<file path="config.mk">
export PLATFORM = sky130hd
export DESIGN_NAME = scalar_kalman_distance_filter_core_flat
export DESIGN_NICKNAME = d
export VERILOG_FILES = /design/src/sv/kdf_pkg.sv /design/src/sv/kdf_meas_if.sv /design/src/sv/kdf_res_if.sv /design/src/sv/scalar_kalman_distance_filter_core.sv /design/src/sv/kdf_serial_div.sv /design/src/flat_wrapper.sv
export SDC_FILE = /design/constraint.sdc
export NUM_CORES = 1
export LEC_CHECK = 0
export BUFFER_PORTS_ARGS = -buffer_cell sky130_fd_sc_hd__buf_4
export CORE_MARGIN = 5
export CORE_UTILIZATION = 56
export CTS_CLUSTER_SIZE = 16
export DETAILED_ROUTE_END_ITERATION = 7
export GPL_ROUTABILITY_DRIVEN = 1
export PLACE_DENSITY_LB_ADDON = 0.1
export SLEW_MARGIN = 30
export SYNTH_ARGS = -nofsm -noshare
export SYNTH_HDL_FRONTEND = slang
export SYNTH_SLANG_ARGS = --single-unit
</file>
<file path="constraint.sdc">
create_clock -name clk_i -period 4.7 [get_ports clk_i]
set_input_delay 0.47 -clock clk_i [delete_from_list [all_inputs] [get_ports clk_i]]
set_output_delay 0.47 -clock clk_i [all_outputs]
set_load 0.01 [all_outputs]
</file>
<file path="src/sv/kdf_pkg.sv">
// ----------------------------------------------------------------------------
// kdf_pkg
// Shared widths, register codes and types of the scalar Kalman distance filter.
// ----------------------------------------------------------------------------
package kdf_pkg;

  // payload widths
  localparam int MEAS_W  = 16;
  localparam int DIST_W  = 24;
  localparam int GAIN_W  = 17;
  localparam int COV_W   = 24;

  // low bits of the measurement that take part in the update
  localparam int MEAS_BITS = 16;
  localparam logic [MEAS_W-1:0] MeasMask =
    (MEAS_BITS >= MEAS_W) ? {MEAS_W{1'b1}} : MEAS_W'((1 << MEAS_BITS) - 1);

  // covariance plus process noise, and plus measurement noise
  localparam int PT_W  = COV_W + 1;
  localparam int DEN_W = COV_W + 2;

  // serial divider and multipliers run one bit per cycle over the gain
  localparam int DIV_STEPS = GAIN_W;
  localparam int STEP_W    = $clog2(DIV_STEPS);

  // configuration port
  localparam int CFG_IDX_W  = 2;
  localparam int CFG_DATA_W = 24;
  localparam logic [CFG_IDX_W-1:0] CFG_PROCESS_NOISE = CFG_IDX_W'(0);
  localparam logic [CFG_IDX_W-1:0] CFG_MEAS_NOISE    = CFG_IDX_W'(1);

  localparam logic [CFG_DATA_W-1:0] PROCESS_NOISE_RST = 24'd1442;
  localparam logic [CFG_DATA_W-1:0] MEAS_NOISE_RST    = 24'd40436;
  localparam logic [COV_W-1:0]      COV_RST           = 24'd65536;
  localparam logic [GAIN_W-1:0]     GAIN_ONE          = 17'd65536;

  // divider status toward the sequencer
  typedef struct packed {
    logic              busy;
    logic              done;
    logic [GAIN_W-1:0] quot;
  } kdf_div_stat_t;

endpackage

</file>
<file path="src/sv/kdf_meas_if.sv">
// ----------------------------------------------------------------------------
// kdf_meas_if
// Measurement channel: valid/ready handshake with the raw distance.
// ----------------------------------------------------------------------------
interface kdf_meas_if
  import kdf_pkg::*;
();
  logic              valid;
  logic              ready;
  logic [MEAS_W-1:0] measured_distance;

  modport source (output valid, output measured_distance, input ready);
  modport sink   (input valid, input measured_distance, output ready);
endinterface

</file>
<file path="src/sv/kdf_res_if.sv">
// ----------------------------------------------------------------------------
// kdf_res_if
// Result channel: valid/ready handshake with estimate, gain and covariance.
// ----------------------------------------------------------------------------
interface kdf_res_if
  import kdf_pkg::*;
();
  logic              valid;
  logic              ready;
  logic [DIST_W-1:0] filtered_distance;
  logic [GAIN_W-1:0] kalman_gain;
  logic [COV_W-1:0]  error_covariance;

  modport source (output valid, output filtered_distance, output kalman_gain,
                  output error_covariance, input ready);
  modport sink   (input valid, input filtered_distance, input kalman_gain,
                  input error_covariance, output ready);
endinterface

</file>
<file path="src/sv/scalar_kalman_distance_filter_core.sv">
// ----------------------------------------------------------------------------
// scalar_kalman_distance_filter_core
// One-dimensional fixed-point Kalman filter over distance measurements.
// ----------------------------------------------------------------------------
//  channel | dir | handshake          | payload
//  meas_i  | in  | valid/ready        | measured_distance[15:0]
//  res_o   | out | valid/ready        | filtered_distance[23:0], kalman_gain[16:0],
//          |     |                    | error_covariance[23:0]
//  cfg     | in  | cfg_we_i           | cfg_idx_i[1:0], cfg_data_i[23:0]
//
// One item at a time: a new measurement is accepted only in idle, after the
// previous one has gone through prepare, the divider steps and done, the multiply
// steps and update; the bit-serial gain divider and multipliers set these steps.
// The result is registered; the next item is taken while it waits, and the
// update stage holds while the previous result is not yet transferred.
// Reset zeroes the estimate, sets covariance to one, noise registers to defaults.
// ----------------------------------------------------------------------------
module scalar_kalman_distance_filter_core
  import kdf_pkg::*;
(
  input  logic                  clk_i,
  input  logic                  rst_ni,
  input  logic                  cfg_we_i,
  input  logic [CFG_IDX_W-1:0]  cfg_idx_i,
  input  logic [CFG_DATA_W-1:0] cfg_data_i,
  kdf_meas_if.sink              meas_i,
  kdf_res_if.source             res_o
);

  localparam logic [2:0] ST_IDLE = 3'd0;
  localparam logic [2:0] ST_PREP = 3'd1;
  localparam logic [2:0] ST_DIV  = 3'd2;
  localparam logic [2:0] ST_MUL  = 3'd3;
  localparam logic [2:0] ST_UPD  = 3'd4;

  localparam int ACC_W = PT_W + 1;

  logic [2:0]            state_q, state_d;
  logic [CFG_DATA_W-1:0] q_noise_q, r_noise_q;
  logic [DIST_W-1:0]     est_q;
  logic [COV_W-1:0]      cov_q;
  logic [MEAS_W-1:0]     z_q;
  logic [PT_W-1:0]       pt_q;
  logic signed [PT_W-1:0] innov_q;
  logic                  den_zero_q;
  logic [GAIN_W-1:0]     gain_q, k_sh_q, kc_sh_q;
  logic [STEP_W-1:0]     cnt_q;
  logic signed [ACC_W-1:0] hi1_q;
  logic [ACC_W-1:0]      hi2_q;
  logic [GAIN_W-1:0]     lo1_q, lo2_q;
  logic                  out_valid_q;
  logic [DIST_W-1:0]     out_dist_q;
  logic [GAIN_W-1:0]     out_gain_q;
  logic [COV_W-1:0]      out_cov_q;

  logic                  in_xfer, out_xfer, upd_go;
  logic [PT_W-1:0]       pt_d;
  logic [DEN_W-1:0]      den_d;
  logic [GAIN_W-1:0]     gain_d;
  kdf_div_stat_t         div_stat;
  logic signed [ACC_W-1:0] sum1;
  logic [ACC_W-1:0]      sum2;
  logic signed [ACC_W+1:0] delta;
  logic signed [ACC_W+2:0] est_sum;
  logic [ACC_W:0]        cov_full;
  logic [DIST_W-1:0]     est_new;
  logic [COV_W-1:0]      cov_new;

  assign in_xfer  = meas_i.valid & meas_i.ready;
  assign out_xfer = out_valid_q & res_o.ready;
  assign upd_go   = (state_q == ST_UPD) & (~out_valid_q | res_o.ready);
  assign meas_i.ready = (state_q == ST_IDLE);

  // configuration writes, other indexes ignored
  always_ff @(posedge clk_i or negedge rst_ni) begin
    if (!rst_ni) begin
      q_noise_q <= PROCESS_NOISE_RST;
      r_noise_q <= MEAS_NOISE_RST;
    end else if (cfg_we_i) begin
      case (cfg_idx_i)
        CFG_PROCESS_NOISE: q_noise_q <= cfg_data_i;
        CFG_MEAS_NOISE:    r_noise_q <= cfg_data_i;
        default: ;
      endcase
    end
  end

  // predicted covariance and gain denominator
  assign pt_d  = PT_W'(cov_q) + PT_W'(q_noise_q);
  assign den_d = DEN_W'(pt_d) + DEN_W'(r_noise_q);

  kdf_serial_div u_div (
    .clk_i      (clk_i),
    .rst_ni     (rst_ni),
    .start_i    (state_q == ST_PREP),
    .dividend_i (pt_d),
    .divisor_i  (den_d),
    .stat_o     (div_stat)
  );

  // gain: zero for a zero denominator, capped at one
  always_comb begin
    if (den_zero_q) begin
      gain_d = '0;
    end else if (div_stat.quot > GAIN_ONE) begin
      gain_d = GAIN_ONE;
    end else begin
      gain_d = div_stat.quot;
    end
  end

  // shift-add partial sums of gain*innovation and (one-gain)*covariance
  assign sum1 = k_sh_q[0]  ? hi1_q + ACC_W'(innov_q) : hi1_q;
  assign sum2 = kc_sh_q[0] ? hi2_q + ACC_W'(pt_q)    : hi2_q;

  // round half up, move the estimate, clamp both results
  always_comb begin
    delta    = $signed({hi1_q, lo1_q[GAIN_W-1]}) +
               $signed({{(ACC_W+1){1'b0}}, lo1_q[GAIN_W-2]});
    est_sum  = $signed({3'b000, est_q}) + (ACC_W+3)'(delta);
    cov_full = {hi2_q, lo2_q[GAIN_W-1]};
    if (est_sum < 0) begin
      est_new = '0;
    end else if (est_sum > $signed((ACC_W+3)'({DIST_W{1'b1}}))) begin
      est_new = {DIST_W{1'b1}};
    end else begin
      est_new = est_sum[DIST_W-1:0];
    end
    if (cov_full > (ACC_W+1)'({COV_W{1'b1}})) begin
      cov_new = {COV_W{1'b1}};
    end else begin
      cov_new = cov_full[COV_W-1:0];
    end
  end

  // sequencer
  always_comb begin
    state_d = state_q;
    case (state_q)
      ST_IDLE: if (in_xfer) state_d = ST_PREP;
      ST_PREP: state_d = ST_DIV;
      ST_DIV:  if (div_stat.done) state_d = ST_MUL;
      ST_MUL:  if (cnt_q == STEP_W'(DIV_STEPS - 1)) state_d = ST_UPD;
      ST_UPD:  if (upd_go) state_d = ST_IDLE;
      default: state_d = ST_IDLE;
    endcase
  end

  // control and filter state
  always_ff @(posedge clk_i or negedge rst_ni) begin
    if (!rst_ni) begin
      state_q     <= ST_IDLE;
      est_q       <= '0;
      cov_q       <= COV_RST;
      out_valid_q <= 1'b0;
      cnt_q       <= '0;
    end else begin
      state_q <= state_d;
      if (state_q == ST_DIV) begin
        cnt_q <= '0;
      end else if (state_q == ST_MUL) begin
        cnt_q <= cnt_q + 1'b1;
      end
      if (upd_go) begin
        est_q       <= est_new;
        cov_q       <= cov_new;
        out_valid_q <= 1'b1;
      end else if (out_xfer) begin
        out_valid_q <= 1'b0;
      end
    end
  end

  // datapath registers
  always_ff @(posedge clk_i) begin
    if (in_xfer) begin
      z_q <= meas_i.measured_distance & MeasMask;
    end
    if (state_q == ST_PREP) begin
      pt_q       <= pt_d;
      den_zero_q <= (den_d == '0);
      innov_q    <= $signed({1'b0, DIST_W'({z_q, 8'h00})}) - $signed({1'b0, est_q});
    end
    if (state_q == ST_DIV && div_stat.done) begin
      gain_q  <= gain_d;
      k_sh_q  <= gain_d;
      kc_sh_q <= GAIN_ONE - gain_d;
      hi1_q   <= '0;
      hi2_q   <= '0;
    end
    if (state_q == ST_MUL) begin
      hi1_q   <= sum1 >>> 1;
      lo1_q   <= {sum1[0], lo1_q[GAIN_W-1:1]};
      hi2_q   <= sum2 >> 1;
      lo2_q   <= {sum2[0], lo2_q[GAIN_W-1:1]};
      k_sh_q  <= k_sh_q >> 1;
      kc_sh_q <= kc_sh_q >> 1;
    end
    if (upd_go) begin
      out_dist_q <= est_new;
      out_gain_q <= gain_q;
      out_cov_q  <= cov_new;
    end
  end

  assign res_o.valid             = out_valid_q;
  assign res_o.filtered_distance = out_dist_q;
  assign res_o.kalman_gain       = out_gain_q;
  assign res_o.error_covariance  = out_cov_q;

  // checks on the sequencer and the divider
  a_accept_to_prep: assert property (@(posedge clk_i) disable iff (!rst_ni)
    in_xfer |=> state_q == ST_PREP)
    else $error("accepted measurement did not start an update");

  a_prep_starts_div: assert property (@(posedge clk_i) disable iff (!rst_ni)
    state_q == ST_PREP |=> div_stat.busy)
    else $error("divider not running after prepare");

  a_div_done_in_div: assert property (@(posedge clk_i) disable iff (!rst_ni)
    div_stat.done |-> state_q == ST_DIV)
    else $error("divider finished outside the divide phase");

  a_idle_div_quiet: assert property (@(posedge clk_i) disable iff (!rst_ni)
    meas_i.ready |-> !div_stat.busy)
    else $error("ready while the divider is busy");

endmodule

</file>
<file path="src/sv/kdf_serial_div.sv">
// ----------------------------------------------------------------------------
// kdf_serial_div
// Restoring divider giving floor(dividend * 65536 / divisor), one quotient bit
// per cycle, most significant bit first.
// ----------------------------------------------------------------------------
module kdf_serial_div
  import kdf_pkg::*;
(
  input  logic             clk_i,
  input  logic             rst_ni,
  input  logic             start_i,
  input  logic [PT_W-1:0]  dividend_i,
  input  logic [DEN_W-1:0] divisor_i,
  output kdf_div_stat_t    stat_o
);

  logic              busy_q, busy_d;
  logic              done_q, done_d;
  logic [STEP_W-1:0] cnt_q, cnt_d;
  logic [DEN_W-1:0]  rem_q, rem_d;
  logic [DEN_W-1:0]  dvs_q, dvs_d;
  logic [GAIN_W-1:0] quot_q, quot_d;

  logic [DEN_W:0]    trial;
  logic [DEN_W+1:0]  diff;
  logic              qbit;

  // trial subtract: first step uses the dividend as is, later ones shift in zero
  always_comb begin
    trial = (cnt_q == '0) ? {1'b0, rem_q} : {rem_q, 1'b0};
    diff  = {1'b0, trial} - {2'b00, dvs_q};
    qbit  = ~diff[DEN_W+1];
  end

  // step control
  always_comb begin
    busy_d = busy_q;
    done_d = 1'b0;
    cnt_d  = cnt_q;
    rem_d  = rem_q;
    dvs_d  = dvs_q;
    quot_d = quot_q;
    if (start_i) begin
      busy_d = 1'b1;
      cnt_d  = '0;
      rem_d  = DEN_W'(dividend_i);
      dvs_d  = divisor_i;
    end else if (busy_q) begin
      rem_d  = qbit ? diff[DEN_W-1:0] : trial[DEN_W-1:0];
      quot_d = {quot_q[GAIN_W-2:0], qbit};
      if (cnt_q == STEP_W'(DIV_STEPS - 1)) begin
        busy_d = 1'b0;
        done_d = 1'b1;
      end else begin
        cnt_d = cnt_q + 1'b1;
      end
    end
  end

  always_ff @(posedge clk_i or negedge rst_ni) begin
    if (!rst_ni) begin
      busy_q <= 1'b0;
      done_q <= 1'b0;
      cnt_q  <= '0;
    end else begin
      busy_q <= busy_d;
      done_q <= done_d;
      cnt_q  <= cnt_d;
    end
  end

  always_ff @(posedge clk_i) begin
    rem_q  <= rem_d;
    dvs_q  <= dvs_d;
    quot_q <= quot_d;
  end

  assign stat_o.busy = busy_q;
  assign stat_o.done = done_q;
  assign stat_o.quot = quot_q;

endmodule

</file>
<file path="src/flat_wrapper.sv">
// flat-port wrapper written by rule: the top's interface ports become plain ports
module scalar_kalman_distance_filter_core_flat import kdf_pkg::*;
  (clk_i, rst_ni, cfg_we_i, cfg_idx_i, cfg_data_i, meas_i_valid, meas_i_measured_distance, meas_i_ready, res_o_valid, res_o_filtered_distance, res_o_kalman_gain, res_o_error_covariance, res_o_ready);
  kdf_meas_if meas_i_i ();
  kdf_res_if res_o_i ();
  input  logic clk_i;
  input  logic rst_ni;
  input  logic cfg_we_i;
  input  logic [CFG_IDX_W-1:0] cfg_idx_i;
  input  logic [CFG_DATA_W-1:0] cfg_data_i;
  input wire logic [$bits(meas_i_i.valid)-1:0] meas_i_valid;
  input wire logic [$bits(meas_i_i.measured_distance)-1:0] meas_i_measured_distance;
  output wire logic [$bits(meas_i_i.ready)-1:0] meas_i_ready;
  output wire logic [$bits(res_o_i.valid)-1:0] res_o_valid;
  output wire logic [$bits(res_o_i.filtered_distance)-1:0] res_o_filtered_distance;
  output wire logic [$bits(res_o_i.kalman_gain)-1:0] res_o_kalman_gain;
  output wire logic [$bits(res_o_i.error_covariance)-1:0] res_o_error_covariance;
  input wire logic [$bits(res_o_i.ready)-1:0] res_o_ready;
  assign meas_i_i.valid = meas_i_valid;
  assign meas_i_i.measured_distance = meas_i_measured_distance;
  assign meas_i_ready = meas_i_i.ready;
  assign res_o_valid = res_o_i.valid;
  assign res_o_filtered_distance = res_o_i.filtered_distance;
  assign res_o_kalman_gain = res_o_i.kalman_gain;
  assign res_o_error_covariance = res_o_i.error_covariance;
  assign res_o_i.ready = res_o_ready;
  scalar_kalman_distance_filter_core u_core (.clk_i(clk_i), .rst_ni(rst_ni), .cfg_we_i(cfg_we_i), .cfg_idx_i(cfg_idx_i), .cfg_data_i(cfg_data_i), .meas_i(meas_i_i), .res_o(res_o_i));
endmodule
</file>
==> metrics.md, run 1 <==
| Metric | Value |
|---|---|
| Status | finished, violations left |
| Failing checks | setup timing |
| Crit-path cells | ha_2 > fa_2 > a211oi_2 > nor2_1 > o21a_1 > nor2_2 > xnor2_1 > ha_1 > nor4_1 > o21ai_0 > buf_4 > a31oi_2 > o21bai_1 > xor2_1 > or4_1 > or4_1 > or4_4 > or4b_4 > nor4_2 |
| Post-synthesis sequential element count | 417 |
| Deepest clock path buffer count | 3 |
| Worst clock skew | 0.0202 ns |
| Mapped Area | 24000 um2 |
| CTS tree | yes |
| Routed WL per cell | 19.1 um |
| Worst slew pin tran | 0.940 ns |
| I/O pin cnt | 114 |
| Initial Util | 57.0% |
| Hold path start | meas_i_measured_distance[1] |
| Yosys synthesis warning count | 0 |
| Initial antenna violation count | 1 |
| Vias in the first global route | 17900 |
| Commonest non-fill, non-tap cell in the layout | edfxtp_1 |
| Complex-gate fraction of the synthesized area | 13.2% |
| Clock latency on the worst-skew pair | 0.58 ns |
| Reg-to-Reg Start | u_core.q_noise_q[0] |
| Simple-Gate Fraction of Synth Area | 12.7% |
| Half-perimeter wire length after placement | 42900 um |
| Slew Limit Fails | 0 |
| Clock sink count | 417 |
| Sequential share of power | 30.6% |
| Initial DRT Pass Iterations | 5 |
| Post-synth cell types | 72 |
| Post-synthesis mux area share | 6.84% |
| RSZ-0062 raised after global routing | true |
| Min-Delay Endpoint | u_core.z_q[1] |
| Cell count of the worst hold path | 1 |
| CP required | 5.10 ns |
| Die Span X | 217 um |
| Combinational power share | 50.5% |
| Crit-path most repeated cell | or4_1 |
| Overflow after GRT | 0 |
| Pleak | 11.8 nW |
| Final Cycle Share | 111% |
| Worst Hold Class | in -> reg |
| Worst-path clk slew | 0.06 ns |
| Placed Instances | 2949 |
| Async SR Flop Fraction | 26.9% |
| Met1 GRT Util | 34.7% |
| Crit path largest cell delay | 0.55 ns |
| DRC | 0 |
| Final instance count without filler cells | 3047 |
| GR Util met2 | 39.6% |
| Worst R2R Path Depth | 19 |
| Top cell type's share of synthesized area | 37.8% |
| CP endpoint kind | register |
| Share of cells above drive strength 1 | 21.9% |
| Core Rows | 75 |
| Largest family of logic cells by synthesized area | compound AO/OA/AOI/OAI gates |
| Worst R2R End | u_core.den_zero_q |
| Grt peak-use layer | met2 |
| Fin area | 28500 um2 |
| First-pass GRT wire length | 93400 um |
| Switching share of power | 38.6% |
| Crit-path slowest cell | or4b_4 |
| Tmin final | 5.22 ns |
| TritonCTS Buffers | 45 |
| Post-Place Cell Area | 26600 um2 |
| Worst vdd rail ir drop | 0.000343 V |
| Die H | 217 um |
| Iter 0 DRT Violations | 1452 |
| WP data arrival | 5.63 ns |
| Utilization after layout | 67.6% |
| Layout Nets | 2697 |
| Clock Tree Root | clkbuf_16 |
| Most area-hungry cell type in the Yosys netlist | edfxtp_1 |
| Switching power | 7.62 mW |
| Synth area leaders | edfxtp_1 (38%), dfrtp_1 (10%), ha_1 (9.0%), mux2_2 (5.3%), nor2_1 (3.4%) |
| Register area share after synthesis | 49.8% |
| Final setup viols | 1 |
| Dpl ws | -0.610 ns |
| M3 GR Usage | 3.39% |
| Syn_area_per_cell | 10.9 um2 |
| Pint | 12.1 mW |
| Port bufs | 113 |
| Area grow syn2layout | 18.6% |
| Largest net degree at the start of global routing | 81 |
| WS Path Type | reg -> reg |
| Antenna-violating nets left | 0 |
| Critical Path Fanout Max | 3 |
| H-tree depth | 2 |
| Xor/xnor share of the synthesized area | 5.40% |
| Core area | 42100 um2 |
| Number of synthesized flops with an enable pin | 302 |
| Post-route setup slack | -0.522 ns |
| Tot GR Track Use | 24.3% |
| Clock group share of total power | 18.9% |
| Post-synthesis adder-cell area fraction | 9.55% |
| Setup TNS | -0.522 ns |
| Max transition margin | 37.3% |
| Most frequent cells in the layout | edfxtp_1 (302), buf_4 (275), nor2_1 (213), ha_1 (169), a21oi_1 (149) |
| CP Launch Type | register |
| MaxCap Viol Count | 0 |
| Worst R2R Setup Slack | -0.52 ns |
| Routability cong. | 0.918 |
| Routed via count | 18100 |
| Post-synth top flop | edfxtp_1 |
| DIE AREA | 47100 um2 |
| Vias per inst | 5.93 |
| Final Hold Fails | 0 |
| Total Wirelength | 58300 um |
| Max Fclk | 0.191 GHz |
| Mapped Cells | 2202 |
| Syn Nets | 2428 |
| Pwr per Cell Area | 694 nW/um2 |
==> repair_timing <==
action	in CTS	in global routing
setup buffers	11	2
hold endpoints to repair	10	0
hold buffers	1	0
pin swaps	13	10
setup endpoints to repair	2	24
resized for setup	10	23
==> metrics by stage <==
| step | hold WS, ns | total power [mW] |
|---|---|---|
| floorplan | 0.174 | 12.5 |
| global placement | 0.308 | 15.4 |
| detailed placement | 0.309 | 15.6 |
| CTS | 0.0313 | 19.6 |
| global route | 0.0427 | 21.1 |
| finish | 0.0636 | 19.7 |
==> sequential cells by signal, summed over array words and instances (netlist names), 3 cells and up <==
name and cells:
u_core.hi1_q 25, u_core.u_div.cnt_q 5, u_core.gain_q 17, u_core.est_q 24, u_core.k_sh_q 17, u_core.cnt_q 5
u_core.res_o.filtered_distance 24, u_core.innov_q 25, u_core.pt_q 25, u_core.z_q 16, u_core.res_o.error_covariance 24, u_core.u_div.dvs_q 26
u_core.u_div.quot_q 17, u_core.r_noise_q 24, u_core.res_o.kalman_gain 17, u_core.hi2_q 25, u_core.state_q 3, u_core.kc_sh_q 17
u_core.cov_q 24, u_core.u_div.rem_q 26, u_core.q_noise_q 24
==> cells in the mapped netlist (all sizes together), types with 5 or more instances <==
cell and count:
nand3 32, nor2 217, a31oi 19, fa 7, a211oi 23, nand4 22
edfxtp 302, o211ai 5, or4 8, xor2 57, nand2b 33, ha 172
inv 101, mux2i 37, nor2b 22, xnor2 91, mux2 113, and3 12
buf 8, nand3b 6, clkbuf 54, o21bai 16, o21ai 119, a31o 6
a21oi 158, a41oi 8, o21a 21, nor3 47, o31a 6, and2 23
o22ai 17, nand2 144, o31ai 16, or2 5, a21o 49, nor3b 5
nor4 11, dfstp 16, dfrtp 96, or3 42
==> power by group through the flow <==
| stage | combinational (mW) | sequential, mW | clock [mW] |
|---|---|---|---|
| finish | 9.98 | 6.04 | 3.73 |
| global route | 11.0 | 6.13 | 3.96 |
| CTS | 9.75 | 6.03 | 3.80 |
| detailed placement | 9.57 | 6.08 | 0 |
| global placement | 9.34 | 6.06 | 0 |
| floorplan | 6.74 | 5.81 | 0 |
==> critical path: cells and delay by family (launching register included) <==
family / cells / cell delay (ns)
and+or+nand+nor: 8 / 2.55
buffers and inverters: 1 / 0.18
AOI/OAI and AO/OA: 5 / 0.88
adders and majority gates: 3 / 0.82
xor gates and xnor gates: 2 / 0.25
DFF: 1 / 0.39
==> kinds of logic (layout without fill, tap and decap cells) <==
group / count (synthesis) / count (layout)
xor gates and xnor gates: 148 / 148
and+or+nand+nor: 638 / 638
buffers and inverters: 165 / 470
adders and majority gates: 179 / 179
AOI/OAI and AO/OA: 505 / 505
other: 0 / 1
muxes: 150 / 150
DFF: 417 / 417
==> how the worst max path moves through the flow <==
stage               slack (ns)                end                start
global route             -0.79  u_core.den_zero_q  u_core.q_noise_q[0]
CTS                      -0.52  u_core.den_zero_q  u_core.q_noise_q[1]
detailed placement       -0.61  u_core.den_zero_q  u_core.q_noise_q[0]
floorplan                -0.20  u_core.den_zero_q  u_core.q_noise_q[0]
global placement         -0.50  u_core.den_zero_q  u_core.q_noise_q[0]
finish                   -0.52  u_core.den_zero_q  u_core.q_noise_q[0]
==> layout make-up <==
class	instances	area, um2
timing repair buffer	284	2220
sequential	417	12000
multi-input combinational	1620	11700
clock buffer	66	1340
antenna	1	2.50
inverter	103	390
tap	539	674
fill	3189	13700
clock inverter	17	231
==> layer usage <==
layer,routed length [um],vias up
met3,3260,99
met5,0,-
met1,26800,8792
met4,1280,0
met2,27000,499
li1,-,8666
No activity file was read; power rests on OpenSTA's default activity.
==> run 2, diff against run 1 <==
--- a/config.mk
+++ b/config.mk
@@ -8,10 +8,12 @@
 export BUFFER_PORTS_ARGS = -buffer_cell sky130_fd_sc_hd__buf_4
 export CORE_MARGIN = 5
 export CORE_UTILIZATION = 56
+export CTS_BUF_LIST = sky130_fd_sc_hd__clkbuf_16
 export CTS_CLUSTER_SIZE = 16
 export DETAILED_ROUTE_END_ITERATION = 7
 export GPL_ROUTABILITY_DRIVEN = 1
 export PLACE_DENSITY_LB_ADDON = 0.1
+export REMOVE_ABC_BUFFERS = 1
 export SLEW_MARGIN = 30
 export SYNTH_ARGS = -nofsm -noshare
 export SYNTH_HDL_FRONTEND = slang
==> run 2 against run 1 <==
  * The flow still finishes with violations (setup timing)
  * Sequential cell count unchanged
  * Via count increased by 0.30%
  * Register-to-register slack got worse by 0.08 ns
  * Critical path depth decreased by 7
  * Critical endpoint unchanged
  * Largest cell class unchanged
==> metrics.md, run 2 (same netlist as run 1, synthesis figures left out) <==
| Metric | Value |
|---|---|
| Status | finished, violations left |
| Failing checks | setup timing |
| Placed Instances | 2962 |
| Antenna-violating nets left | 0 |
| Fill count | 3156 |
| Worst Hold Class | in -> async |
| CP Launch Type | register |
| First-pass GRT wire length | 93500 um |
| Worst-path clk slew | 0.06 ns |
| I/O pin cnt | 114 |
| Hold WS | 0.0363 ns |
| Port bufs | 113 |
| Most frequent cells in the layout | buf_4 (316), edfxtp_1 (302), nor2_1 (211), ha_1 (167), a21oi_1 (148) |
| Pwr per Cell Area | 689 nW/um2 |
| Total Wirelength | 58400 um |
| Core Rows | 75 |
| WP data arrival | 5.72 ns |
| H-tree depth | 2 |
| Layout Nets | 2735 |
| Die Span X | 217 um |
| TritonCTS Buffers | 45 |
| Initial antenna violation count | 2 |
| CP endpoint kind | register |
| Crit path largest cell delay | 0.56 ns |
| Total power | 19.8 mW |
| CP required | 5.12 ns |
| Footprint of the multi-input gates | 11800 um2 |
| Tmin final | 5.30 ns |
| MaxCap Viol Count | 0 |
| Deepest clock path buffer count | 3 |
| Worst slew pin tran | 0.968 ns |
| Dpl ws | -0.841 ns |
| Routed via count | 18100 |
| Vias in the first global route | 18300 |
| DIE AREA | 47100 um2 |
| Share of cells above drive strength 1 | 23.6% |
| Crit path max-delay family | simple AND/OR/NAND/NOR gates |
| Grt peak-use layer | met2 |
| Largest regs | u_core.u_div.dvs_q x26, u_core.u_div.rem_q x26 |
| Final setup viols | 1 |
| Routability cong. | 0.935 |
| RSZ-0062 raised after global routing | true |
| Final instance count without filler cells | 3086 |
| Max Fclk | 0.189 GHz |
| Worst clock skew | 0.0170 ns |
| Area grow syn2layout | 19.7% |
| Hold buffers post-CTS | 0 |
| Crit-path most repeated cell | or4_4 |
| Commonest non-fill, non-tap cell in the layout | buf_4 |
| Clock sink count | 417 |
| DRC | 0 |
| Clock latency on the worst-skew pair | 0.59 ns |
| Vias per inst | 5.87 |
| M3 GR Usage | 3.86% |
| Iter 0 DRT Violations | 1201 |
| CTS tree | yes |
| Register area | 12000 um2 |
| Met1 GRT Util | 31.5% |
| Routed WL per cell | 18.9 um |
| Setup TNS | -0.603 ns |
| Critical Path Fanout Max | 3 |
| Tot GR Track Use | 24.4% |
| Crit-path cells | buf_4 > fa_2 > fa_2 > xor2_1 > or3_2 > or3_4 > or4_4 > or4_1 > or4_4 > or4_4 > or4b_4 > nor4_2 |
| Core area | 42100 um2 |
| Max transition margin | 35.5% |
| Pleak | 12.0 nW |
| GR Util met2 | 42.4% |
| Clock Tree Root | clkbuf_16 |
| Final Hold Fails | 0 |
| Slew Limit Fails | 0 |
| Worst vdd rail ir drop | 0.000367 V |
| Post-route setup slack | -0.603 ns |
| Final Cycle Share | 113% |
| Largest net degree at the start of global routing | 83 |
| Initial DRT Pass Iterations | 6 |
| Crit-path slowest cell | dfstp_2 |
| Worst path buffer plus inverter count | 1 |
| Overflow after GRT | 0 |
| Half-perimeter wire length after placement | 42300 um |
| Initial Util | 57.0% |
| Die H | 217 um |
| WS Path Type | reg -> reg |
-- run 2: metal layers --
metal	routed length, um	vias to the layer above
met2	29100	458
met5	0	-
met1	24800	8804
met4	1680	0
li1	-	8734
met3	2900	114
-- run 2: area by class of cell --
class,count,area share (%)
tap,539,2.35
antenna,1,0.00871
clock inverter,39,1.06
sequential,417,41.6
clock buffer,45,3.92
inverter,103,1.37
timing repair buffer,322,8.56
multi-input combinational,1620,41.1
-- run 2: report_power, final --
group	switching [mW]	leakage, nW	internal [mW]
Clock	1.48	0.744	1.97
Combinational	5.57	7.10	4.75
Sequential	0.638	4.18	5.38
Total	7.69	12.0	12.1
-- run 2: what timing repair did --
action | in CTS | in global routing
setup buffers | 31 | 16
gates resized for setup | 22 | 62
pin swaps | 16 | 59
setup endpoints to repair | 20 | 31
-- run 2: metrics by stage --
| step | area [um2] | utilization, % |
|---|---|---|
| 5_1_grt | 28700 | 68.2 |
| 3_5_place_dp | 26600 | 63.2 |
| 3_3_place_gp | 26600 | 63.2 |
| 2_1_floorplan | 23800 | - |
| 4_1_cts | 28300 | 67.2 |
| 6_report | 28700 | 68.2 |
-- run 2: final timing paths --
check	from	endpoint	slack [ns]	cells past startpoint
max	u_core.q_noise_q[1]	u_core.den_zero_q	-0.60	12
min	rst_ni	u_core.q_noise_q[3]	0.04	2
max reg2reg	u_core.q_noise_q[1]	u_core.den_zero_q	-0.60	12
min reg2reg	u_core.gain_q[1]	u_core.res_o.kalman_gain[1]	0.42	0
max in group asynchronous	rst_ni	u_core.est_q[19]	4.12	2
min in group clk_i	meas_i_measured_distance[6]	u_core.z_q[6]	0.06	1
